===== src/rtl/mandelbrot_escape_time_pixel_core_macros.svh =====
// Assertion macros shared by the escape-time pixel core.
// Each macro expects clk and rst_n to be visible where it is used.
`ifndef MANDELBROT_ESCAPE_TIME_PIXEL_CORE_MACROS_SVH
`define MANDELBROT_ESCAPE_TIME_PIXEL_CORE_MACROS_SVH

// Consequent must hold in the same cycle as the antecedent.
`define MBE_ASSERT_NOW(lbl, ante, cons, msg) \
  lbl: assert property (@(posedge clk) disable iff (!rst_n) (ante) |-> (cons)) \
    else $error(msg);

// Consequent must hold in the cycle after the antecedent.
`define MBE_ASSERT_NEXT(lbl, ante, cons, msg) \
  lbl: assert property (@(posedge clk) disable iff (!rst_n) (ante) |=> (cons)) \
    else $error(msg);

`endif


===== src/rtl/mbe_pkg.sv =====
// Types, constants and helper functions for the escape-time pixel core.
// No dependencies; every other RTL module imports this package.
package mbe_pkg;

  // Fixed-point format: 32-bit signed words with FRAC_BITS fraction bits.
  localparam int FRAC_BITS = 28;
  localparam int WORD_W    = 32;
  localparam int STEP_W    = 31;
  localparam int PROD_W    = 64;
  // Wide signed width for sums before saturation.
  localparam int WIDE_W    = 66;

  // Register port geometry.
  localparam int DATA_W = 32;
  localparam int ADDR_W = 4;

  // Escape threshold |z|^2 >= 4.
  localparam logic [PROD_W:0] ESCAPE_LIM = (PROD_W + 1)'(4) << FRAC_BITS;

  // Colour increment per iteration.
  localparam logic [WORD_W-1:0] COLOUR_STEP = 32'd1835750;

  // Register reset values.
  localparam logic signed [WORD_W-1:0] ORIGIN_REAL_RST = -32'sd563714458;
  localparam logic signed [WORD_W-1:0] ORIGIN_IMAG_RST = -32'sd322122547;
  localparam logic [STEP_W-1:0]        PIXEL_STEP_RST  = 31'd1073742;
  localparam int                       ITER_LIMIT_RST  = 90;

  // Register indexes.
  typedef enum logic [1:0] {
    REG_ORIGIN_REAL = 2'd0,
    REG_ORIGIN_IMAG = 2'd1,
    REG_PIXEL_STEP  = 2'd2,
    REG_ITER_LIMIT  = 2'd3
  } reg_idx_t;

  // Controller states.
  typedef enum logic [2:0] {
    ST_IDLE,
    ST_C_MUL,
    ST_C_ADD,
    ST_IT_MUL,
    ST_IT_UPD,
    ST_FINISH
  } state_t;

  // Commands from the controller to the datapath.
  typedef struct packed {
    logic start;
    logic c_mul;
    logic c_add;
    logic it_mul;
    logic it_upd;
    logic out_load;
  } cmd_t;

  // Status from the datapath to the controller.
  typedef struct packed {
    logic limit_hit;
    logic escaped;
  } status_t;

  // Saturate a wide signed value to the signed word range.
  function automatic logic signed [WORD_W-1:0] sat_word(input logic signed [WIDE_W-1:0] v);
    logic [WIDE_W-WORD_W:0] hi;
    hi = v[WIDE_W-1:WORD_W-1];
    if ((&hi) || (~|hi)) begin
      sat_word = v[WORD_W-1:0];
    end else if (v[WIDE_W-1]) begin
      sat_word = {1'b1, {(WORD_W-1){1'b0}}};
    end else begin
      sat_word = {1'b0, {(WORD_W-1){1'b1}}};
    end
  endfunction

  // Magnitude of a signed word; the most negative value maps to 2^31.
  function automatic logic [WORD_W-1:0] mag_word(input logic signed [WORD_W-1:0] v);
    mag_word = v[WORD_W-1] ? (~v + 1'b1) : v;
  endfunction

endpackage


===== src/rtl/mbe_regs.sv =====
// Configuration register file behind the APB-style port.
// Depends on mbe_pkg for the register map and reset values.
module mbe_regs import mbe_pkg::*; #(
  parameter int ITER_BITS = 10
) (
  input  logic                     clk,
  input  logic                     rst_n,
  input  logic                     psel,
  input  logic                     penable,
  input  logic                     pwrite,
  input  logic [ADDR_W-1:0]        paddr,
  input  logic [DATA_W-1:0]        pwdata,
  output logic [DATA_W-1:0]        prdata,
  output logic                     pready,
  output logic signed [WORD_W-1:0] origin_real,
  output logic signed [WORD_W-1:0] origin_imag,
  output logic [STEP_W-1:0]        pixel_step,
  output logic [ITER_BITS-1:0]     iteration_limit
);

  logic signed [WORD_W-1:0] origin_real_r, origin_real_nxt;
  logic signed [WORD_W-1:0] origin_imag_r, origin_imag_nxt;
  logic [STEP_W-1:0]        pixel_step_r, pixel_step_nxt;
  logic [ITER_BITS-1:0]     iter_limit_r, iter_limit_nxt;
  logic                     wr_en;
  reg_idx_t                 idx;

  assign pready = 1'b1;
  assign wr_en  = psel && penable && pwrite;
  assign idx    = reg_idx_t'(paddr[ADDR_W-1:2]);

  // Write decode: a beat updates the addressed register only.
  always_comb begin
    origin_real_nxt = origin_real_r;
    origin_imag_nxt = origin_imag_r;
    pixel_step_nxt  = pixel_step_r;
    iter_limit_nxt  = iter_limit_r;
    if (wr_en) begin
      case (idx)
        REG_ORIGIN_REAL: origin_real_nxt = pwdata[WORD_W-1:0];
        REG_ORIGIN_IMAG: origin_imag_nxt = pwdata[WORD_W-1:0];
        REG_PIXEL_STEP:  pixel_step_nxt  = pwdata[STEP_W-1:0];
        REG_ITER_LIMIT:  iter_limit_nxt  = pwdata[ITER_BITS-1:0];
        default: ;
      endcase
    end
  end

  always_ff @(posedge clk) begin
    if (!rst_n) begin
      origin_real_r <= ORIGIN_REAL_RST;
      origin_imag_r <= ORIGIN_IMAG_RST;
      pixel_step_r  <= PIXEL_STEP_RST;
      iter_limit_r  <= ITER_BITS'(ITER_LIMIT_RST);
    end else begin
      origin_real_r <= origin_real_nxt;
      origin_imag_r <= origin_imag_nxt;
      pixel_step_r  <= pixel_step_nxt;
      iter_limit_r  <= iter_limit_nxt;
    end
  end

  // Read back the addressed register, zero-extended.
  always_comb begin
    case (idx)
      REG_ORIGIN_REAL: prdata = origin_real_r;
      REG_ORIGIN_IMAG: prdata = origin_imag_r;
      REG_PIXEL_STEP:  prdata = DATA_W'(pixel_step_r);
      REG_ITER_LIMIT:  prdata = DATA_W'(iter_limit_r);
      default:         prdata = '0;
    endcase
  end

  assign origin_real     = origin_real_r;
  assign origin_imag     = origin_imag_r;
  assign pixel_step      = pixel_step_r;
  assign iteration_limit = iter_limit_r;

endmodule


===== config.mk =====
export PLATFORM = sky130hd
export DESIGN_NAME = mbe_regs
export DESIGN_NICKNAME = d
export VERILOG_FILES = /design/src/rtl/mandelbrot_escape_time_pixel_core_macros.svh /design/src/rtl/mbe_pkg.sv /design/src/rtl/mbe_regs.sv
export SDC_FILE = /design/constraint.sdc
export NUM_CORES = 1
export LEC_CHECK = 0
export BUFFER_PORTS_ARGS = -buffer_cell sky130_fd_sc_hd__buf_2
export CAP_MARGIN = 20
export CORE_MARGIN = 10
export CORE_UTILIZATION = 40
export DETAILED_ROUTE_END_ITERATION = 6
export GPL_ROUTABILITY_DRIVEN = 0
export PLACE_DENSITY_LB_ADDON = 0.1
export SLEW_MARGIN = 20
export SYNTH_ARGS = -nofsm -noshare
export SYNTH_HDL_FRONTEND = slang
export SYNTH_SLANG_ARGS = --single-unit

===== constraint.sdc =====
create_clock -name clk -period 2.8 [get_ports clk]
set_clock_uncertainty 0.1 [all_clocks]
set_input_delay 0.84 -clock clk [delete_from_list [all_inputs] [get_ports clk]]
set_output_delay 0.84 -clock clk [all_outputs]
set_load 0.1 [all_outputs]

# Yosys cells after proc, flatten, opt, wreduce, memory -nomap -nowiden
# Cells that the tools add are included.
# totals
register_bits,105
latch_bits,0
mem_bits_rw,0
rom_bits,0
input_bits,41
output_inout_bits,138
elab_cells,15
n_memories,0
# op_classes
n_addsub,0
mul,0
div,0
n_lt_le_gt_ge,0
n_eq_ne,3
shifts,0
n_mux,1
bitwise_logic,0
reduce_logical,7
# op_table
cell,n
$pmux 32 s4,1
$reduce_and 2->1,4
$eq 2x2->1 const B,2
$eq 2x1->1 const B,1
$logic_and 1x1->1,2
$logic_not 2->1,1

# Longest topological paths before layout
# Gate-level depths: netlist (run 1).
# depth
depth_word,3
mapped_depth,6
ltp_nobuf,3

# Worst setup path before layout (run 1)
# Ideal clock, no wire load.
# synth_path
path_type,input -> output
startpoint,input port paddr[2]
endpoint,output port prdata[11]
t_arrival_ns,3.641
t_required_ns,1.860
setup_slack_ns,-1.781
stages,5
n_path_buf,3
cell_sequence,buf_4 buf_4 buf_4 mux2i_1 o21ai_0
# synth_via
elab_chain_len,2
elab_cells_between_ends,5
cone_classes,eq/ne (3); mux (1); reduce/logical (1)
# synth_lines
element,line,rtl
"start, declared",mbe_regs.sv:11,"input logic [ADDR_W-1:0] paddr,"
$eq 2x2->1 (tied with other cells),mbe_regs.sv:65,case (idx)
$pmux 32 s4 (*),mbe_regs.sv:65,
"end, declared",mbe_regs.sv:13,"output logic [DATA_W-1:0] prdata,"
# Mark *: on every way between the ends. The rest lies on a longest branch, timed or not.

# Worst setup path after layout (run 1)
# layout_path
startpoint,input port paddr[2]
endpoint,output port prdata[22]
# The elaborated chain is that of the path after synthesis.

==> impl_metrics.toml, run 1 <==
[floorplan]
fp.dieW_um = 129
io-pin-count = 179
core_area_um2 = 11500
die_h_um = 129
rows = 39
die_area_um2 = 16500
start_util_pct = 41.2

[grt]
grt_max_degree = 61
antenna_found_initial = 2
grt_remaining_overflow = 0
grt_pass1_vias = 4481
track_usage_pct = 18.2
grt_pass1_wl_um = 24400

[synthesis]
syn-mean-instance-area_um2 = 9.52
ys_ff_latch = 105
syn_area_um2 = 4720
synth_nets = 537
syn_inst = 496
yosys.cell_types.count = 25
yosysSeqAreaShare_pct = 44.5
yosys_warnings = 0

[flow_run]
maxCapViolations = 0

[timing]
final-setup-viol-count = 9
max_freq_mhz = 353
hold_slack_ns = 0.370
tightest_slew_ns = 0.616
rsz0062_at_grt = "true"
fin_crit_ns = 2.84
finalSetupTns_ns = -0.178
final.setup.worst_slack_ns = -0.0350
hold_viol_final = 0
min_period_over_period_pct = 101
relSlewSlack_pct = 58.9
drv_slew = 0

[setup_path]
end_kind = "output pin"
worstPathRequired_ns = 1.86
worstSetupStartpointType = "input port"
cp.arrival_ns = 1.90
crit_path_max_fanout = 5
crit_type = "input port to output pin"

[power_and_ir_drop]
powerDensity_nw_per_um2 = 491
irDropWorstVdd_uv = 267
p_leak_nw = 3.27

[placed_design]
dp_cells = 800
dp_hpwl_um = 11400
post_dp_cell_area_um2 = 6440
io_buffer_count = 175

[clock_network]
cts.reportedPaths.clkPinSlew_ns = 0.07
tritoncts = "done"
cts-root-buf = "clkbuf_16"
cts-htree-levels = 3
cts_inserted_buffers = 9
clockBufferDepth = 2
cts_sinks = 105
clkLatencyLatePin_ns = 0.33
hold_buffers = 0

[detailed_routing]
num_vias = 4376
routed_via_density = 5.24
ant_nets = 0
drt-pass1-iter-count = 4
wire_per_inst_um = 18.9
routed_wl_um = 15800
drc = 0
drt-initial-drc-count = 178

[finish]
fin_util_pct = 62.6
drive_gt1_share_pct = 43.9
final_common_cell = "buf_2"
postLayoutCellArea_um2 = 7170
layout_common_cells = "141 x buf_2, 105 x dfxtp_1, 99 x mux2i_1, 89 x nand2_1, 50 x nor2_1"
final_cell_count_no_fill = 835
syn2layout_area_growth_pct = 52.0
final_nets = 727

[outcome]
violations = "negative setup slack"
outcome = "complete, but fails checks"

[worst_hold_path]
worstHoldPathType = "register to register"
==> registers in the layout (all words and copies together), names as in the netlist <==
name / cells
origin_imag: 32
origin_real: 32
pixel_step: 31
iteration_limit: 10
==> repair_timing <==
item                                    in CTS  in global routing
hold endpoints to repair                     0                  0
setup buffers                               14                  3
resized for setup                           55                 16
pin swaps                                    3                  6
endpoints found under the setup margin      32                 26
gates cloned                                 3                  0
==> per-layer routing <==
metal,track usage [%],vias to the layer above,wire length [um]
met5,0,-,0
met4,6.02,0,271
met3,4.93,15,1060
met2,29.6,135,7600
met1,22.8,2147,6890
li1,-,2079,-
==> worst paths after layout <==
path	slack, ns	start	endpoint	depth (start not counted)
setup / recovery	-0.04	paddr[2]	prdata[22]	7
hold / removal	0.37	iteration_limit[7]	iteration_limit[7]	2
setup reg to reg	1.98	pixel_step[23]	pixel_step[23]	2
hold reg to reg	0.37	iteration_limit[7]	iteration_limit[7]	2
==> critical path: stages <==
cell and delay (ns):
buf_16 0.11, buf_12 0.12, buf_12 0.13, buf_12 0.13, mux2i_4 0.18, o21ai_4 0.17, buf_12 0.19
==> where the power goes <==
part	switching, W	total, W	internal (W)
sequential	0.0000193	0.00153	0.00151
clock	0.000528	0.00115	0.000621
combinational	0.000576	0.000841	0.000265
total	0.00112	0.00352	0.00240
==> synthesized netlist by cell type <==
cell type  number  area share, %
conb_1          1          0.079
inv_1           1          0.079
nor4b_1         7            1.3
clkbuf_1       13            1.0
nand3_1         3           0.32
or3_1           1           0.13
nor3_1          1           0.11
mux4_2         10            4.8
and2_1          1           0.13
buf_2          15            1.6
nor3b_4         1           0.40
buf_1           5           0.40
and3_1          9            1.2
nand3b_1        1           0.16
buf_6           4           0.95
mux2i_1       110             23
o21ai_0        23            2.4
nor2b_1         1           0.13
nand2_1       109            8.7
nand4_1         2           0.26
dfxtp_1       105             45
buf_4           6           0.95
nor2_1         51            4.1
a211o_1        15            2.8
nand3_2         1           0.21
==> logic make-up (layout without fill, tap and decap cells) <==
kind of cell | Yosys count | after routing | share of synthesized area (%)
simple gates | 188 | 188 | 17.1
mux | 120 | 120 | 28.1
flops | 105 | 105 | 44.5
buf+inv | 44 | 238 | 5.01
compound gates | 38 | 38 | 5.22
other cells | 1 | 3 | 0.0794
==> metrics by stage <==
step / power, W / setup slack (ns)
final: 0.00352 / -0.0350
after global routing: 0.00363 / -0.0772
after CTS: 0.00354 / -0.0372
after detailed placement: 0.00234 / -0.141
after global placement: 0.00233 / -0.125
after floorplan: 0.00213 / -0.167
==> area by class of cell <==
class                           count  area [um^2]
Clock buffer                       12          246
Timing Repair Buffer              222         1830
Antenna cell                        2         5.00
Fill cell                         970         4290
Clock inverter                      3         17.5
Sequential cell                   105         2100
Multi-Input combinational cell    347         2790
Tap cell                          143          179
Inverter                            1         3.75
(Power assumes the default switching activity.)
==> inputs of run 2 (changes only) <==
==> constraint.sdc (replaced) <==
create_clock -name clk -period 2.7 [get_ports clk]
set_clock_uncertainty 0.1 [all_clocks]
set_input_delay 0.81 -clock clk [delete_from_list [all_inputs] [get_ports clk]]
set_output_delay 0.81 -clock clk [all_outputs]
set_load 0.1 [all_outputs]
==> run 2 against run 1 <==
Compared with the run above:
- critical path type unchanged
- first-iteration DRC count is 22% higher
- register-to-register slack worse by 0.12 ns
- final cell count is 1.6% lower
- sequential share of layout area is 0.90 points higher
- global-route usage is 0.52 points higher
- total power is 2.7% higher
- the run now ends clean
==> impl_metrics.toml, run 2 (synthesis results as in run 1) <==
[outcome]
outcome = "finished clean"

[setup_path]
crit_type = "input port to output pin"
critical_path.most_common_cell = "buf_16"
r2r_slack_ns = 1.86
path_delay_family = "buffers and inverters"
worstPathRequired_ns = 1.79
cp.depth = 7
critPathBufInv = 4
worstSetupStartpointType = "input port"
crit_path_max_fanout = 10
cp_slowest_cell = "buf_12"
cpPeakStageDelay_ns = 0.19
cp.arrival_ns = 1.73
end_kind = "output pin"
worstRegToRegCells = 2
worstPathCellList = "buf_16, nor2b_4, buf_6, buf_16, nand2_1, o21ai_4, buf_12"

[timing]
drv_slew = 0
hold_viol_final = 0
min_period_over_period_pct = 97.8
relSlewSlack_pct = 39.6
max_freq_mhz = 379
tightest_slew_ns = 0.906
final-setup-viol-count = 0
fin_crit_ns = 2.64
rsz0062_at_grt = "false"

[worst_hold_path]
hold_depth = 2
worstHoldPathType = "register to register"

[grt]
track_usage_pct = 18.7
grt_remaining_overflow = 0
grt_pass1_vias = 4500
antenna_found_initial = 3
grt_pass1_wl_um = 24700
grt_max_degree = 89

[power_and_ir_drop]
powerDensity_nw_per_um2 = 520
p_leak_nw = 3.10
power.total_w = 0.00362
irDropWorstVdd_uv = 279

[detailed_routing]
drt-initial-drc-count = 218
num_vias = 4315
ant_nets = 0
drc = 0
wire_per_inst_um = 19.2
drt-pass1-iter-count = 4
routed_via_density = 5.25
routed_wl_um = 15800

[finish]
multi_input_area_um2 = 2740
fill_cells = 1020
seqCellArea_um2 = 2100
syn2layout_area_growth_pct = 47.5
layout_common_cells = "141 x buf_2, 105 x dfxtp_1, 96 x nand2_1, 95 x mux2i_1, 50 x nor2_1"
final_nets = 712
postLayoutCellArea_um2 = 6960
final_common_cell = "buf_2"
drive_gt1_share_pct = 42.0

[floorplan]
io-pin-count = 179
die_area_um2 = 16500
start_util_pct = 41.2
rows = 39
core_area_um2 = 11500
fp.dieW_um = 129
die_h_um = 129

[clock_network]
cts_inserted_buffers = 9
tritoncts = "done"
clockBufferDepth = 2
cts-root-buf = "clkbuf_16"
cts_sinks = 105
cts.reportedPaths.clkPinSlew_ns = 0.07
cts-htree-levels = 3
clkLatencyLatePin_ns = 0.34

[placed_design]
post_dp_cell_area_um2 = 6410
dp_hpwl_um = 11100
io_buffer_count = 175

[flow_run]
maxCapViolations = 0
[run 2: cell type report]
type / count / area share, %
Multi-Input combinational cell: 347 / 39.3
Clock inverter: 3 / 0.252
Clock buffer: 13 / 3.45
Inverter: 1 / 0.0719
Sequential cell: 105 / 30.2
Antenna cell: 3 / 0.108
Timing Repair Buffer: 207 / 24.0
Tap cell: 143 / 2.57
[run 2: timing repair]
item,4_1_cts,5_1_grt
resized for setup,57,0
endpoints found under the setup margin,32,0
setup buffers,4,0
hold buffers,0,0
[run 2: through the flow]
step	hold WS (ns)	std cells	utilization (%)	setup WS [ns]	TNS, ns
floorplan	0.793	496	-	-0.207	-3.69
global placement	0.353	797	55.9	-0.265	-6.07
detailed placement	0.362	797	55.9	-0.296	-6.62
CTS	0.375	819	60.6	0.0622	0
global route	0.397	821	60.7	0.00486	0
finish	0.373	822	60.7	0.0581	0
[run 2: worst paths after layout]
kind              startpoint               to
max reg2reg  origin_imag[26]  origin_imag[26]
min reg2reg   origin_imag[1]   origin_imag[1]
min           origin_imag[1]   origin_imag[1]
max                 paddr[2]       prdata[12]
[run 2: power by group]
part / total (W) / internal, W / switching [W] / leakage [nW]
clock: 0.00118 / 0.000624 / 0.000557 / 0.124
sequential: 0.00159 / 0.00157 / 0.0000192 / 0.850
combinational: 0.000848 / 0.000257 / 0.000591 / 2.12
[run 2: routing by layer]
layer	GRT usage [%]	wire, um	vias to the layer above
met3	5.17	1100	27
li1	-	-	2057
met2	30.8	7790	150
met5	0	0	-
met4	7.60	345	0
met1	22.6	6580	2081
[run 2: worst min-delay path, stage by stage, from the launching register on]
cell and delay (ns):
dfxtp_1 0.32, nand2_1 0.05, mux2i_1 0.05
