[src/rtl/mandelbrot_escape_time_pixel_core_macros.svh]
// Assertion macros shared by the escape-time pixel core.
// Each macro expects clk and rst_n to be visible where it is used.
`ifndef MANDELBROT_ESCAPE_TIME_PIXEL_CORE_MACROS_SVH
`define MANDELBROT_ESCAPE_TIME_PIXEL_CORE_MACROS_SVH

// Consequent must hold in the same cycle as the antecedent.
`define MBE_ASSERT_NOW(lbl, ante, cons, msg) \
  lbl: assert property (@(posedge clk) disable iff (!rst_n) (ante) |-> (cons)) \
    else $error(msg);

// Consequent must hold in the cycle after the antecedent.
`define MBE_ASSERT_NEXT(lbl, ante, cons, msg) \
  lbl: assert property (@(posedge clk) disable iff (!rst_n) (ante) |=> (cons)) \
    else $error(msg);

`endif

[src/rtl/mbe_pkg.sv]
// Types, constants and helper functions for the escape-time pixel core.
// No dependencies; every other RTL module imports this package.
package mbe_pkg;

  // Fixed-point format: 32-bit signed words with FRAC_BITS fraction bits.
  localparam int FRAC_BITS = 28;
  localparam int WORD_W    = 32;
  localparam int STEP_W    = 31;
  localparam int PROD_W    = 64;
  // Wide signed width for sums before saturation.
  localparam int WIDE_W    = 66;

  // Register port geometry.
  localparam int DATA_W = 32;
  localparam int ADDR_W = 4;

  // Escape threshold |z|^2 >= 4.
  localparam logic [PROD_W:0] ESCAPE_LIM = (PROD_W + 1)'(4) << FRAC_BITS;

  // Colour increment per iteration.
  localparam logic [WORD_W-1:0] COLOUR_STEP = 32'd1835750;

  // Register reset values.
  localparam logic signed [WORD_W-1:0] ORIGIN_REAL_RST = -32'sd563714458;
  localparam logic signed [WORD_W-1:0] ORIGIN_IMAG_RST = -32'sd322122547;
  localparam logic [STEP_W-1:0]        PIXEL_STEP_RST  = 31'd1073742;
  localparam int                       ITER_LIMIT_RST  = 90;

  // Register indexes.
  typedef enum logic [1:0] {
    REG_ORIGIN_REAL = 2'd0,
    REG_ORIGIN_IMAG = 2'd1,
    REG_PIXEL_STEP  = 2'd2,
    REG_ITER_LIMIT  = 2'd3
  } reg_idx_t;

  // Controller states.
  typedef enum logic [2:0] {
    ST_IDLE,
    ST_C_MUL,
    ST_C_ADD,
    ST_IT_MUL,
    ST_IT_UPD,
    ST_FINISH
  } state_t;

  // Commands from the controller to the datapath.
  typedef struct packed {
    logic start;
    logic c_mul;
    logic c_add;
    logic it_mul;
    logic it_upd;
    logic out_load;
  } cmd_t;

  // Status from the datapath to the controller.
  typedef struct packed {
    logic limit_hit;
    logic escaped;
  } status_t;

  // Saturate a wide signed value to the signed word range.
  function automatic logic signed [WORD_W-1:0] sat_word(input logic signed [WIDE_W-1:0] v);
    logic [WIDE_W-WORD_W:0] hi;
    hi = v[WIDE_W-1:WORD_W-1];
    if ((&hi) || (~|hi)) begin
      sat_word = v[WORD_W-1:0];
    end else if (v[WIDE_W-1]) begin
      sat_word = {1'b1, {(WORD_W-1){1'b0}}};
    end else begin
      sat_word = {1'b0, {(WORD_W-1){1'b1}}};
    end
  endfunction

  // Magnitude of a signed word; the most negative value maps to 2^31.
  function automatic logic [WORD_W-1:0] mag_word(input logic signed [WORD_W-1:0] v);
    mag_word = v[WORD_W-1] ? (~v + 1'b1) : v;
  endfunction

endpackage

[src/rtl/mbe_ctrl.sv]
// Controller: sequences set-up and iterations and owns both handshakes.
// Depends on mbe_pkg and the assertion macros header.
`include "mandelbrot_escape_time_pixel_core_macros.svh"

module mbe_ctrl import mbe_pkg::*; (
  input  logic    clk,
  input  logic    rst_n,
  input  logic    in_valid,
  output logic    in_stall,
  output logic    out_valid,
  input  logic    out_stall,
  input  status_t sts,
  output cmd_t    cmd
);

  state_t state_r, state_nxt;
  logic   out_valid_r, out_valid_nxt;
  logic   out_free;

  // The result register can take a new beat when empty or being drained.
  assign out_free = !out_valid_r || !out_stall;
  assign in_stall = (state_r != ST_IDLE);

  always_ff @(posedge clk) begin
    if (!rst_n) begin
      state_r     <= ST_IDLE;
      out_valid_r <= 1'b0;
    end else begin
      state_r     <= state_nxt;
      out_valid_r <= out_valid_nxt;
    end
  end

  // Next state and datapath commands.
  always_comb begin
    state_nxt = state_r;
    cmd       = '0;
    case (state_r)
      ST_IDLE: begin
        if (in_valid) begin
          cmd.start = 1'b1;
          state_nxt = ST_C_MUL;
        end
      end
      ST_C_MUL: begin
        cmd.c_mul = 1'b1;
        state_nxt = ST_C_ADD;
      end
      ST_C_ADD: begin
        cmd.c_add = 1'b1;
        state_nxt = ST_IT_MUL;
      end
      ST_IT_MUL: begin
        if (sts.limit_hit) begin
          state_nxt = ST_FINISH;
        end else begin
          cmd.it_mul = 1'b1;
          state_nxt  = ST_IT_UPD;
        end
      end
      ST_IT_UPD: begin
        if (sts.escaped) begin
          state_nxt = ST_FINISH;
        end else begin
          cmd.it_upd = 1'b1;
          state_nxt  = ST_IT_MUL;
        end
      end
      ST_FINISH: begin
        if (out_free) begin
          cmd.out_load = 1'b1;
          state_nxt    = ST_IDLE;
        end
      end
      default: state_nxt = ST_IDLE;
    endcase
  end

  // Output valid follows loads and completed beats.
  always_comb begin
    out_valid_nxt = out_valid_r;
    if (cmd.out_load) begin
      out_valid_nxt = 1'b1;
    end else if (!out_stall) begin
      out_valid_nxt = 1'b0;
    end
  end

  assign out_valid = out_valid_r;

  `MBE_ASSERT_NEXT(a_accept_starts, in_valid && !in_stall, state_r == ST_C_MUL, "accepted pixel did not start set-up")
  `MBE_ASSERT_NEXT(a_limit_ends, state_r == ST_IT_MUL && sts.limit_hit, state_r == ST_FINISH, "limit reached but iteration continued")
  `MBE_ASSERT_NEXT(a_bounded_loops, state_r == ST_IT_UPD && !sts.escaped, state_r == ST_IT_MUL, "unescaped point left the loop")
  `MBE_ASSERT_NEXT(a_finish_delivers, state_r == ST_FINISH && out_free, out_valid_r && state_r == ST_IDLE, "finished pixel not delivered")

endmodule

[config.mk]
export PLATFORM = sky130hd
export DESIGN_NAME = mbe_ctrl
export DESIGN_NICKNAME = d
export VERILOG_FILES = /design/src/rtl/mbe_pkg.sv /design/src/rtl/mbe_ctrl.sv
export VERILOG_INCLUDE_DIRS = /design/src /design/src/rtl
export SDC_FILE = /design/constraint.sdc
export NUM_CORES = 1
export LEC_CHECK = 0
export ABC_AREA = 1
export BUFFER_PORTS_ARGS = -buffer_cell sky130_fd_sc_hd__buf_2
export CAP_MARGIN = 20
export CORE_AREA = 5 5 42 44
export CTS_BUF_LIST = sky130_fd_sc_hd__clkbuf_4 sky130_fd_sc_hd__clkbuf_8 sky130_fd_sc_hd__clkbuf_16
export DETAILED_ROUTE_END_ITERATION = 8
export DIE_AREA = 0 0 47 49
export MAX_ROUTING_LAYER = met4
export PLACE_DENSITY = 0.43
export SETUP_SLACK_MARGIN = 0.15
export SKIP_CTS_REPAIR_TIMING = 1
export SLEW_MARGIN = 5
export SYNTH_ARGS = -nofsm -noshare
export SYNTH_HDL_FRONTEND = slang
export SYNTH_SLANG_ARGS = --single-unit
[constraint.sdc]
create_clock -name clk -period 1.35 [get_ports clk]
set_input_delay 0.0675 -clock clk [delete_from_list [all_inputs] [get_ports clk]]
set_output_delay 0.0675 -clock clk [all_outputs]
set_load 0.02 [all_outputs]
* Word level (Yosys, flattened, before mapping)
Index checks and enable logic that the tools add are counted.
** Word-level totals
- Output and inout port bits :: 8
- Word-level logic and storage cells :: 33
- Bits of input ports :: 6
- Bits in registers :: 4
** Operators by class
- Eq/ne operators :: 8
- Reductions and logical operators :: 6
- Multiplexer cells :: 17
** Operators with widths (count)
- 3-bit one-hot mux with 6 select lines :: 1
- 1-bit two-way mux :: 13
- 3-bit two-way mux :: 3
- 3-bit by 2-bit equality test with 1-bit output (second input constant) :: 2
- 3-bit equality test (second input constant) :: 2
- 2-bit inequality test (second input constant) :: 2
- 3-bit by 1-bit equality test with 1-bit output (second input constant) :: 1
- 3-bit zero test :: 1
- 3-bit nonzero test :: 1
- 1-bit zero test :: 2
- 2-bit by 1-bit inequality test with 1-bit output (second input constant) :: 1
- 2-bit AND reduction :: 1
- 1-bit logical OR :: 1

* Depth between registers and ports, before layout
Gate-level depths: netlist of the first run.
- Depth after elaboration :: 5
- Depth in mapped cells :: 5

* Worst setup path after synthesis of the first run
No wires, ideal clock.
- Kind :: reg-to-output
- Start point :: reg state_r[0]
- End point :: out cmd[5] (netlist bit)
- Data arrival time :: 1009 ps
- Slack :: 273 ps
- Stages on the path, launching flop included :: 4
- Required time :: 1283 ps
- Path buffers :: 0
- Path through :: dfxtp_1 > nor2_2 > nand2_1 > nor2_1
** RTL lines
- from (decl) :: line mbe_ctrl.sv:16 : state_t state_r, state_nxt;
- from (signal assigned) :: line mbe_ctrl.sv:29 : state_r <= state_nxt;
- to (decl) :: line mbe_ctrl.sv:13 : output cmd_t cmd

==> out/results.env, run 1 <==
OUTCOME='complete, no violations'
POST_SYNTH_XOR_AREA_FRACTION_PCT=0
FIN_TNS_SETUP_PS=0
YOSYSWARNINGS=0
RSZ0062_AT_GRT='yes'
AREA_ADDED_BETWEEN_SYNTHESIS_AND_FINISH_PCT=42.7
DP_CELLS=66
SLEW_HEADROOM_PCT=84.6
TIMING.FINAL.HOLD_VIOLATIONS=0
LEAKAGEPOWER_nW=0.198
YS_SEQ_AREA_SHARE_PCT=33.3
INITIAL_UTILIZATION_PCT=17.1
LAYOUT.NETS=61
SETUP_SLACK_PS=206
DRT_FIRST_PASS_ITERS=4
POST_LAYOUT_NONFILLER_INSTANCES=69
AVGSYNTHCELLAREA_UM2=6.32
P_INT_uW=271
TRITONCTS_SINKS=4
POSTSYNTHNETCOUNT=44
HP-CLASS='primary input to register'
SYNTH_CELL_TYPE_COUNT=12
FIN_TOTAL_PWR_uW=408
CTS_HTREE_LEVELS=1
POST_SYNTH_FA_HA_MAJ_AREA_FRACTION_PCT=0
CTS_ROOT_BUF='sky130_fd_sc_hd__clkbuf_4'
STD_CELL_ROWS=14
NETLIST_AREA_UM2=240
CP.ARRIVAL_PS=1080
CTS.CLK_SLEW.WORST_PATHS_PS=40
FILLER_CELL_COUNT=171
NETLIST_INSTANCES=38
SETUP.WORST_PATH.START_CLASS='register'
P_PER_AREA_nW_PER_UM2=1190
DRC_ERRORS=0
POWER.CLOCK.FRACTION_PCT=35.6
ROUTABILITY_CONGESTION_ESTIMATE=0.690
GRT_USE_MET3_PCT=6.64
MAIN_COMBINATIONAL_CELL_FAMILY_BY_AREA_AFTER_SYNTHESIS='simple AND/OR/NAND/NOR gates'
CHIP_WIDTH_UM=47
UTILIZATION_PCT=24.5
IO_BUFFERS=13
POST_SYNTHESIS_COMPOUND_GATE_AREA_FRACTION_PCT=11.5
MAX_CAP_VIOL_COUNT=0
DRIVE_GT1_SHARE_PCT=43.4
VDD_IR_DROP_MAX_mV=0.507
POST_SYNTH_AND_OR_NAND_NOR_AREA_FRACTION_PCT=38.0
GROUTE.USAGE.OVERALL_PCT=5.71
FIN_SKEW_PS=6.43
CLOCK_TREE_FROM_TRITONCTS='yes'
DPL-INSTANCE-AREA_UM2=318
P_SEQ_SHARE_PCT=36.6
MULTI_INPUT_COMB_AREA_UM2=119
GLOBALROUTEMET2UTIL_PCT=7.01
YOSYS_REGISTER_BITS=4
FIRST_GLOBAL_VIAS=233
DRT-WIRELENGTH-PER-CELL_UM=8.46
TIMING.SETUP.CRITICAL_PATH_CLASS='register to primary output'
HOLD_WS_PS=108
GRT_MAX_DEGREE=8
GRT_OVERFLOW=0
REGAREA_UM2=82.6
DETAILROUTE.VIA_COUNT=271
LAYOUT_WORST_PATH_CYCLE_SHARE_PCT=84.7
TIMING.FINAL.MAX_SLEW_VIOLATIONS=0
GRT_ANTENNA_BEFORE_REPAIR=0
SYNTH.AREA.MUX_SHARE_PCT=0
BOUNDARYPINS=14
CRIT_PATH_END_KIND='primary output'
CORE-AREA_UM2=1400
DESIGN.DIE.AREA_UM2=2300
POST_DETAILED_PLACEMENT_HALF_PERIMETER_WIRELENGTH_UM=486
ROUTED_VIA_DENSITY=3.93
GLOBALROUTEMET1UTIL_PCT=6.61
DETAILEDROUTE.FIRSTITERATIONVIOLATIONS=10
SWITCHINGPOWER_uW=136
CTS_BUFFERS=3
FLOORPLAN.DIE.HEIGHT_UM=49
NET_SWITCHING_FRACTION_OF_THE_POWER_PCT=33.5
CRITICAL_PATH_PEAK_FANOUT=7
DRT.ANTENNA.VIOLATING_NETS=0
SETUP_VIOLATIONS=0
CLOCK_LATENCY_PS=230
N_ANTENNA_CELL=0
WORST-SLEW-PIN-TRANSITION_PS=231
CTS-ROOT-TO-SINK-BUFFERS=2
PRECTSSETUPSLACK_PS=379
WL_UM=584
STDCELL_AREA_UM2=343
CLOCK.FMAX_GHz=0.875
GRT_PASS1_WL_UM=897
FINAL_PERIOD_MINUS_WORST_SETUP_SLACK_PS=1140
REQUIRED_TIME_OF_THE_CRITICAL_PATH_PS=1280
GRT-BUSIEST-LAYER='met2'
POWER.COMBINATIONAL.FRACTION_PCT=27.8
sequential cells by signal, summed over array words and instances, names as in the netlist:
name / cells
state_r: 3
out_valid: 1
cells in the final DEF, fill, tap and decap left out:
cell type	count
sky130_fd_sc_hd__buf_2	13
sky130_fd_sc_hd__inv_1	7
sky130_fd_sc_hd__nand3_1	7
sky130_fd_sc_hd__nor2_1	5
sky130_fd_sc_hd__nand2_1	4
sky130_fd_sc_hd__clkbuf_4	3
sky130_fd_sc_hd__inv_2	2
sky130_fd_sc_hd__a21oi_1	2
sky130_fd_sc_hd__nor2_2	2
sky130_fd_sc_hd__a31oi_1	2
sky130_fd_sc_hd__dfxtp_1	2
sky130_fd_sc_hd__dfxtp_2	2
sky130_fd_sc_hd__nand3_2	1
sky130_fd_sc_hd__o21ai_0	1
critical path, stage by stage (launching register included):
cell	delay, ps
sky130_fd_sc_hd__dfxtp_2	350
sky130_fd_sc_hd__nor2_2	170
sky130_fd_sc_hd__nand2_1	80
sky130_fd_sc_hd__nor2_1	80
sky130_fd_sc_hd__buf_2	160
final timing paths:
| kind | startpoint | end | slack, ps | cells after the start |
|---|---|---|---|---|
| hold reg to reg | out_valid$_SDFFE_PN0P_ | out_valid$_SDFFE_PN0P_ | 520 | 2 |
| setup reg to reg | state_r[0]$_SDFFE_PN0P_ | state_r[0]$_SDFFE_PN0P_ | 410 | 4 |
| setup / recovery | state_r[0]$_SDFFE_PN0P_ | cmd[5] | 210 | 4 |
| hold / removal | rst_n | state_r[0]$_SDFFE_PN0P_ | 110 | 3 |
final cells by class:
cell class | instances | share of cell area [%]
clock buffer | 3 | 6.57
inverter | 9 | 9.85
multi-input combinational | 24 | 34.7
sequential | 4 | 24.1
tap | 16 | 5.84
timing repair buffer | 13 | 19.0
power groups by stage:
stage          logic (mW)  clock network (mW)  registers, mW
2_1_floorplan      0.0789                   0          0.145
3_3_place_gp        0.115                   0          0.149
3_5_place_dp        0.114                   0          0.149
4_1_cts             0.115               0.156          0.147
5_1_grt             0.125               0.166          0.150
6_report            0.113               0.145          0.149
synth_stat cells:
library cell	n	share of area [%]
sky130_fd_sc_hd__buf_4	1	3.1
sky130_fd_sc_hd__nor2_2	2	5.2
sky130_fd_sc_hd__a21oi_1	2	4.2
sky130_fd_sc_hd__inv_2	1	1.6
sky130_fd_sc_hd__nand3_2	1	4.2
sky130_fd_sc_hd__dfxtp_1	4	33
sky130_fd_sc_hd__o21ai_0	1	2.1
sky130_fd_sc_hd__nand3_1	7	15
sky130_fd_sc_hd__nand2_1	4	6.2
sky130_fd_sc_hd__a31oi_1	2	5.2
sky130_fd_sc_hd__inv_1	8	13
sky130_fd_sc_hd__nor2_1	5	7.8
kinds of logic (layout without fill, tap and decap cells):
logic type             count (synthesis)  after routing
flip-flops                             4              4
AND/OR/NAND/NOR                       19             19
buffers and inverters                 10             25
AO/OA/AOI/OAI                          5              5
metal layers:
layer	part of all wire, %	up-vias
met3	13	0
met4	0	0
li1	-	151
met2	41	11
met1	47	109
met5	0	-
(Power assumes the default switching activity.)
==> run 2, diff against run 1 <==
--- a/config.mk
+++ b/config.mk
@@ -14,7 +14,7 @@
 export DETAILED_ROUTE_END_ITERATION = 8
 export DIE_AREA = 0 0 47 49
 export MAX_ROUTING_LAYER = met4
-export PLACE_DENSITY = 0.43
+export PLACE_DENSITY = 0.44
 export SETUP_SLACK_MARGIN = 0.15
 export SKIP_CTS_REPAIR_TIMING = 1
 export SLEW_MARGIN = 5
==> constraint.sdc (replaced) <==
create_clock -name clk -period 0.9 [get_ports clk]
set_input_delay 0.045 -clock clk [delete_from_list [all_inputs] [get_ports clk]]
set_output_delay 0.045 -clock clk [all_outputs]
set_load 0.02 [all_outputs]
==> out/results.env, run 2 (synthesis gave the netlist of run 1 again) <==
OUTCOME='complete, but fails checks'
DP_CELLS=67
CRITICAL-PATH-TOP-DELAY-FAMILY='flip-flops'
CTS_ROOT_BUF='sky130_fd_sc_hd__clkbuf_4'
AREA_ADDED_BETWEEN_SYNTHESIS_AND_FINISH_PCT=85.4
GRT_PASS1_WL_UM=1060
CTS.CLK_SLEW.WORST_PATHS_PS=40
FILLER_CELL_COUNT=168
TIMING.FINAL.HOLD_VIOLATIONS=0
WORST-SLEW-PIN-TRANSITION_PS=151
TIMING.FINAL.MAX_SLEW_VIOLATIONS=0
CTS_BUFFERS=3
SETUP.WORST_PATH.START_CLASS='register'
HP-CLASS='primary input to register'
TIMING.CRITICAL_PATH.CELLS='nor2_4, nand2_2, nor2_4, buf_6'
CLOCK.FMAX_GHz=0.926
GRT_OVERFLOW=0
CHIP_WIDTH_UM=47
STDCELL_AREA_UM2=445
FINAL_PERIOD_MINUS_WORST_SETUP_SLACK_PS=1080
CRIT_BUF_INV=1
FIRST_GLOBAL_VIAS=263
GRT-BUSIEST-LAYER='met1'
GRT_USE_MET3_PCT=5.54
REGMOSTFLOPS='state_r'
CRITICAL_PATH_PEAK_FANOUT=6
LAYOUT.NETS=62
LAYOUT_COMMON_CELLS='6 x sky130_fd_sc_hd__buf_2, 5 x sky130_fd_sc_hd__inv_1'
CLOCK_TREE_FROM_TRITONCTS='yes'
CRITICAL_PATH.SLOWEST_CELL='sky130_fd_sc_hd__dfxtp_4'
VDD_IR_DROP_MAX_mV=0.822
GRT_ANTENNA_BEFORE_REPAIR=0
POST_LAYOUT_NONFILLER_INSTANCES=71
FLOORPLAN.DIE.HEIGHT_UM=49
REQUIRED_TIME_OF_THE_CRITICAL_PATH_PS=850
GLOBALROUTEMET2UTIL_PCT=6.56
CTS_HTREE_LEVELS=1
MULTI_INPUT_COMB_AREA_UM2=159
DRT_FIRST_PASS_ITERS=4
GLOBALROUTEMET1UTIL_PCT=9.87
DPL-INSTANCE-AREA_UM2=350
DETAILROUTE.VIA_COUNT=288
FIN_SKEW_PS=11.3
RSZ0062_AT_GRT='yes'
CLOCK_LATENCY_PS=240
DETAILEDROUTE.FIRSTITERATIONVIOLATIONS=9
CORE-AREA_UM2=1400
LAYOUT.CELLS.MOST_COMMON='sky130_fd_sc_hd__buf_2'
SETUP_VIOLATIONS=7
ROUTABILITY_CONGESTION_ESTIMATE=0.766
FAILED_CHECKS='setup timing'
TIMING.CRITICAL_PATH.MODE_CELL='sky130_fd_sc_hd__nor2_4'
INITIAL_UTILIZATION_PCT=17.1
LEAKAGEPOWER_nW=0.215
SLEW_HEADROOM_PCT=89.9
ROUTED_VIA_DENSITY=4.06
WL_UM=733
N_ANTENNA_CELL=0
DESIGN.DIE.AREA_UM2=2300
GROUTE.USAGE.OVERALL_PCT=6.64
CP.ARRIVAL_PS=1040
TIMING.CRITICAL_PATH.SLOWEST_CELL_DELAY_PS=360
SLACK_OF_THE_WORST_REG_TO_REG_PATH_PS=20
PRECTSSETUPSLACK_PS=25.4
TRITONCTS_SINKS=4
DRIVE_GT1_SHARE_PCT=67.3
POST_DETAILED_PLACEMENT_HALF_PERIMETER_WIRELENGTH_UM=554
REGAREA_UM2=92.6
LARGEST_REGISTER_FFS=3
DRT-WIRELENGTH-PER-CELL_UM=10.3
CTS-ROOT-TO-SINK-BUFFERS=2
BOUNDARYPINS=14
P_PER_AREA_nW_PER_UM2=1650
MAX_CAP_VIOL_COUNT=0
TIMING.SETUP.CRITICAL_PATH_CLASS='register to primary output'
IO_BUFFERS=13
DRT.ANTENNA.VIOLATING_NETS=0
LAYOUT_WORST_PATH_CYCLE_SHARE_PCT=120
SETUP_SLACK_PS=-180
CRIT_PATH_END_KIND='primary output'
STD_CELL_ROWS=14
DRC_ERRORS=0
GRT_MAX_DEGREE=8
[run 2: cell types whose count changed in the layout (fill, tap and decap cells not counted), sizes merged]
cell / delta
clkbuf: +1
buf: +1
[run 2: layer usage]
layer / vias to the layer above / share of wire, % / wire length, um
li1: 153 / - / -
met3: 0 / 8.9 / 65
met4: 0 / 0 / 0
met5: - / 0 / 0
met1: 119 / 50 / 368
met2: 16 / 41 / 299
[run 2: final timing paths]
path	endpoint	startpoint	cells past startpoint
worst max-delay path	cmd[5]	state_r[1]$_SDFFE_PN0P_	4
worst min register to register	out_valid$_SDFFE_PN0P_	out_valid$_SDFFE_PN0P_	2
worst min-delay path	out_valid$_SDFFE_PN0P_	rst_n	3
worst max register to register	state_r[0]$_SDFFE_PN0P_	state_r[1]$_SDFFE_PN0P_	4
[run 2: stage by stage]
stage	setup TNS [ps]	hold slack, ps	utilization, %	power (mW)
5_1_grt	-1490	121	31.8	0.798
6_report	-915	103	31.8	0.736
3_3_place_gp	0	329	25.0	0.426
2_1_floorplan	0	138	-	0.363
3_5_place_dp	0	342	25.0	0.426
4_1_cts	-1190	95.7	27.1	0.711
[run 2: where the power goes]
part / switching, mW / internal [mW] / leakage (nW) / total [mW]
Clock: 0.0754 / 0.196 / 0.0184 / 0.272
Sequential: 0.0366 / 0.196 / 0.0353 / 0.233
Combinational: 0.133 / 0.0989 / 0.162 / 0.232
[run 2: tightest hold or removal path, cell delays in order]
cell and delay, ps:
sky130_fd_sc_hd__buf_2 70, sky130_fd_sc_hd__inv_1 70, sky130_fd_sc_hd__a21oi_2 110
[run 2: area by class of cell]
| class | instances | share of cell area (%) |
|---|---|---|
| flip-flops and latches | 4 | 20.8 |
| well taps | 16 | 4.49 |
| inverters | 9 | 8.71 |
| multi-input cells | 24 | 35.7 |
| repair buffers | 14 | 23.6 |
| clock buffers | 4 | 6.74 |
==> run 3, diff against run 2 <==
--- a/config.mk
+++ b/config.mk
@@ -6,7 +6,6 @@
 export SDC_FILE = /design/constraint.sdc
 export NUM_CORES = 1
 export LEC_CHECK = 0
-export ABC_AREA = 1
 export BUFFER_PORTS_ARGS = -buffer_cell sky130_fd_sc_hd__buf_2
 export CAP_MARGIN = 20
 export CORE_AREA = 5 5 42 44
@@ -14,7 +13,7 @@
 export DETAILED_ROUTE_END_ITERATION = 8
 export DIE_AREA = 0 0 47 49
 export MAX_ROUTING_LAYER = met4
-export PLACE_DENSITY = 0.44
+export PLACE_DENSITY = 0.4
 export SETUP_SLACK_MARGIN = 0.15
 export SKIP_CTS_REPAIR_TIMING = 1
 export SLEW_MARGIN = 5
==> constraint.sdc (replaced) <==
create_clock -name clk -period 1.1 [get_ports clk]
set_input_delay 0.055 -clock clk [delete_from_list [all_inputs] [get_ports clk]]
set_output_delay 0.055 -clock clk [all_outputs]
set_load 0.02 [all_outputs]
==> out/results.env, run 3 <==
FILLER_CELL_COUNT=157
YS_SEQ_AREA_SHARE_PCT=30.3
AREA_ADDED_BETWEEN_SYNTHESIS_AND_FINISH_PCT=91.9
DRT.ANTENNA.VIOLATING_NETS=0
SYNTH_AREA_LEADERS='sky130_fd_sc_hd__dfxtp_1 30%, sky130_fd_sc_hd__a21boi_0 5.7%, sky130_fd_sc_hd__nor4b_2 5.7%'
RSZ0062_AT_GRT='yes'
FIN_TOTAL_PWR_uW=542
GROUTE.USAGE.OVERALL_PCT=7.23
MAX_CAP_VIOL_COUNT=0
ROUTABILITY_CONGESTION_ESTIMATE=0.745
CORE-AREA_UM2=1400
HP-CLASS='primary input to register'
DP_CELLS=63
CLOCK_TREE_FROM_TRITONCTS='yes'
YOSYS_MOST_USED_DFF='sky130_fd_sc_hd__dfxtp_1'
UTILIZATION_PCT=36.2
SLEW_HEADROOM_PCT=86.0
CHIP_WIDTH_UM=47
LAYOUT_WORST_PATH_CYCLE_SHARE_PCT=112
HOLD_WS_PS=90.1
GRT-BUSIEST-LAYER='met2'
R2R_CELLS=4
WL_UM=764
NETLIST_AREA_UM2=264
DRC_ERRORS=0
DESIGN.DIE.AREA_UM2=2300
FINAL_PERIOD_MINUS_WORST_SETUP_SLACK_PS=1230
SYNTH_ENABLE_FLOP_CELLS=0
FIRST_GLOBAL_VIAS=286
DETAILROUTE.VIA_COUNT=310
DPL-INSTANCE-AREA_UM2=413
DRT-WIRELENGTH-PER-CELL_UM=11.2
SYNTH_LARGEST_AREA_CELL='sky130_fd_sc_hd__dfxtp_1'
SHARE_OF_THE_SYNTHESIZED_AREA_IN_THE_TOP_CELL_TYPE_PCT=30.3
SYNTH_CELL_TYPE_COUNT=22
DRT_FIRST_PASS_ITERS=4
GRT_USE_MET3_PCT=3.32
POST_LAYOUT_NONFILLER_INSTANCES=68
ROUTED_VIA_DENSITY=4.56
CRITICAL_PATH_PEAK_FANOUT=6
SETUP_VIOLATIONS=8
TIMING.FINAL.MAX_SLEW_VIOLATIONS=0
REQUIRED_TIME_OF_THE_CRITICAL_PATH_PS=1040
CTS_BUFFERS=3
SETUP.WORST_PATH.START_CLASS='register'
WORST-SLEW-PIN-TRANSITION_PS=209
TRITONCTS_SINKS=4
INITIAL_UTILIZATION_PCT=18.8
FLOORPLAN.DIE.HEIGHT_UM=49
CTS_HTREE_LEVELS=1
YOSYS_REGISTER_BITS=4
LEAKAGEPOWER_nW=0.221
CP.ARRIVAL_PS=1170
CTS.CLK_SLEW.WORST_PATHS_PS=40
NETLIST_INSTANCES=30
TIMING.SETUP.CRITICAL_PATH_CLASS='register to primary output'
TIMING.FINAL.HOLD_VIOLATIONS=0
ASYNC_RESET_FF_SHARE_PCT=0
CRIT_PATH_END_KIND='primary output'
REGMOSTFLOPS='state_r'
MIN_DELAY_PATH_DEPTH=2
SETUP_SLACK_PS=-128
CLOCK_LATENCY_PS=230
FAILED_CHECKS='setup timing'
DRIVE_GT1_SHARE_PCT=67.3
LARGEST_REGISTER_FFS=3
GRT_OVERFLOW=0
N_ANTENNA_CELL=0
POST_DETAILED_PLACEMENT_HALF_PERIMETER_WIRELENGTH_UM=575
CLOCK.FMAX_GHz=0.814
GLOBALROUTEMET1UTIL_PCT=5.95
GRT_ANTENNA_BEFORE_REPAIR=0
LAYOUT_COMMON_CELLS='7 x sky130_fd_sc_hd__buf_2, 7 x sky130_fd_sc_hd__buf_6, 7 x sky130_fd_sc_hd__buf_4, 3 x sky130_fd_sc_hd__clkbuf_4'
YOSYS.CELL_COUNT.TOP_TYPE='sky130_fd_sc_hd__dfxtp_1'
BOUNDARYPINS=14
STD_CELL_ROWS=14
AVGSYNTHCELLAREA_UM2=8.80
P_PER_AREA_nW_PER_UM2=1070
YOSYSWARNINGS=0
CTS_ROOT_BUF='sky130_fd_sc_hd__clkbuf_4'
CTS-ROOT-TO-SINK-BUFFERS=2
LAYOUT.NETS=60
FIN_SKEW_PS=0.525
DETAILEDROUTE.FIRSTITERATIONVIOLATIONS=8
OUTCOME='complete, but fails checks'
POSTSYNTHNETCOUNT=36
GRT_PASS1_WL_UM=1130
GLOBALROUTEMET2UTIL_PCT=11.8
STDCELL_AREA_UM2=507
IO_BUFFERS=13
VDD_IR_DROP_MAX_mV=0.407
GRT_MAX_DEGREE=9
[run 3: cell count changes after synthesis, moves of 2 or more]
cell,previous run,this run
sky130_fd_sc_hd__a21boi_0,0,2
sky130_fd_sc_hd__nand2_1,4,2
sky130_fd_sc_hd__nand3_1,7,2
sky130_fd_sc_hd__a31oi_1,2,0
sky130_fd_sc_hd__nor2_2,2,0
sky130_fd_sc_hd__nor2_1,5,2
sky130_fd_sc_hd__inv_1,8,1
[run 3: area by class of cell]
type | instances | area [um2] | share of cell area (%)
tap | 16 | 20.0 | 3.95
sequential | 4 | 88.8 | 17.5
clock buffer | 3 | 22.5 | 4.44
timing repair buffer | 21 | 166 | 32.8
multi-input combinational | 23 | 205 | 40.5
inverter | 1 | 3.75 | 0.741
[run 3: final timing paths]
check,start,end,slack (ps)
hold reg to reg,state_r[2]$_SDFFE_PN0P_,state_r[2]$_SDFFE_PN0P_,510
setup reg to reg,state_r[2]$_SDFFE_PN0P_,state_r[1]$_SDFFE_PN0P_,-40
setup / recovery,state_r[2]$_SDFFE_PN0P_,cmd[5],-130
hold / removal,rst_n,state_r[1]$_SDFFE_PN0P_,90
[run 3: routing by layer]
metal / wire [um] / vias to the layer above
met5: 0 / -
met4: 0 / 0
met3: 58 / 0
met2: 424 / 10
met1: 281 / 147
li1: - / 153
[run 3: power breakdown]
| group | leakage (nW) | switching (mW) | internal [mW] |
|---|---|---|---|
| sequential | 0.0344 | 0.0128 | 0.154 |
| clock | 0.0138 | 0.0585 | 0.122 |
| combinational | 0.172 | 0.0877 | 0.107 |
[run 3: logic make-up after synthesis]
group	Yosys count	synth area share, %
buf+inv	3	8.53
simple gates	15	40.3
flops	4	30.3
compound gates	8	20.9
[run 3: metrics by stage]
stage	worst slack (ps)	setup TNS, ps
floorplan	32.2	0
global placement	30.8	0
detailed placement	20.0	0
CTS	-232	-1210
global route	-175	-1050
finish	-128	-702
[run 3: critical path, cell delays in order, from the launching register on]
cell                      delay, ps
sky130_fd_sc_hd__dfxtp_4        350
sky130_fd_sc_hd__or3_4          380
sky130_fd_sc_hd__nor2_4          90
sky130_fd_sc_hd__buf_6          120
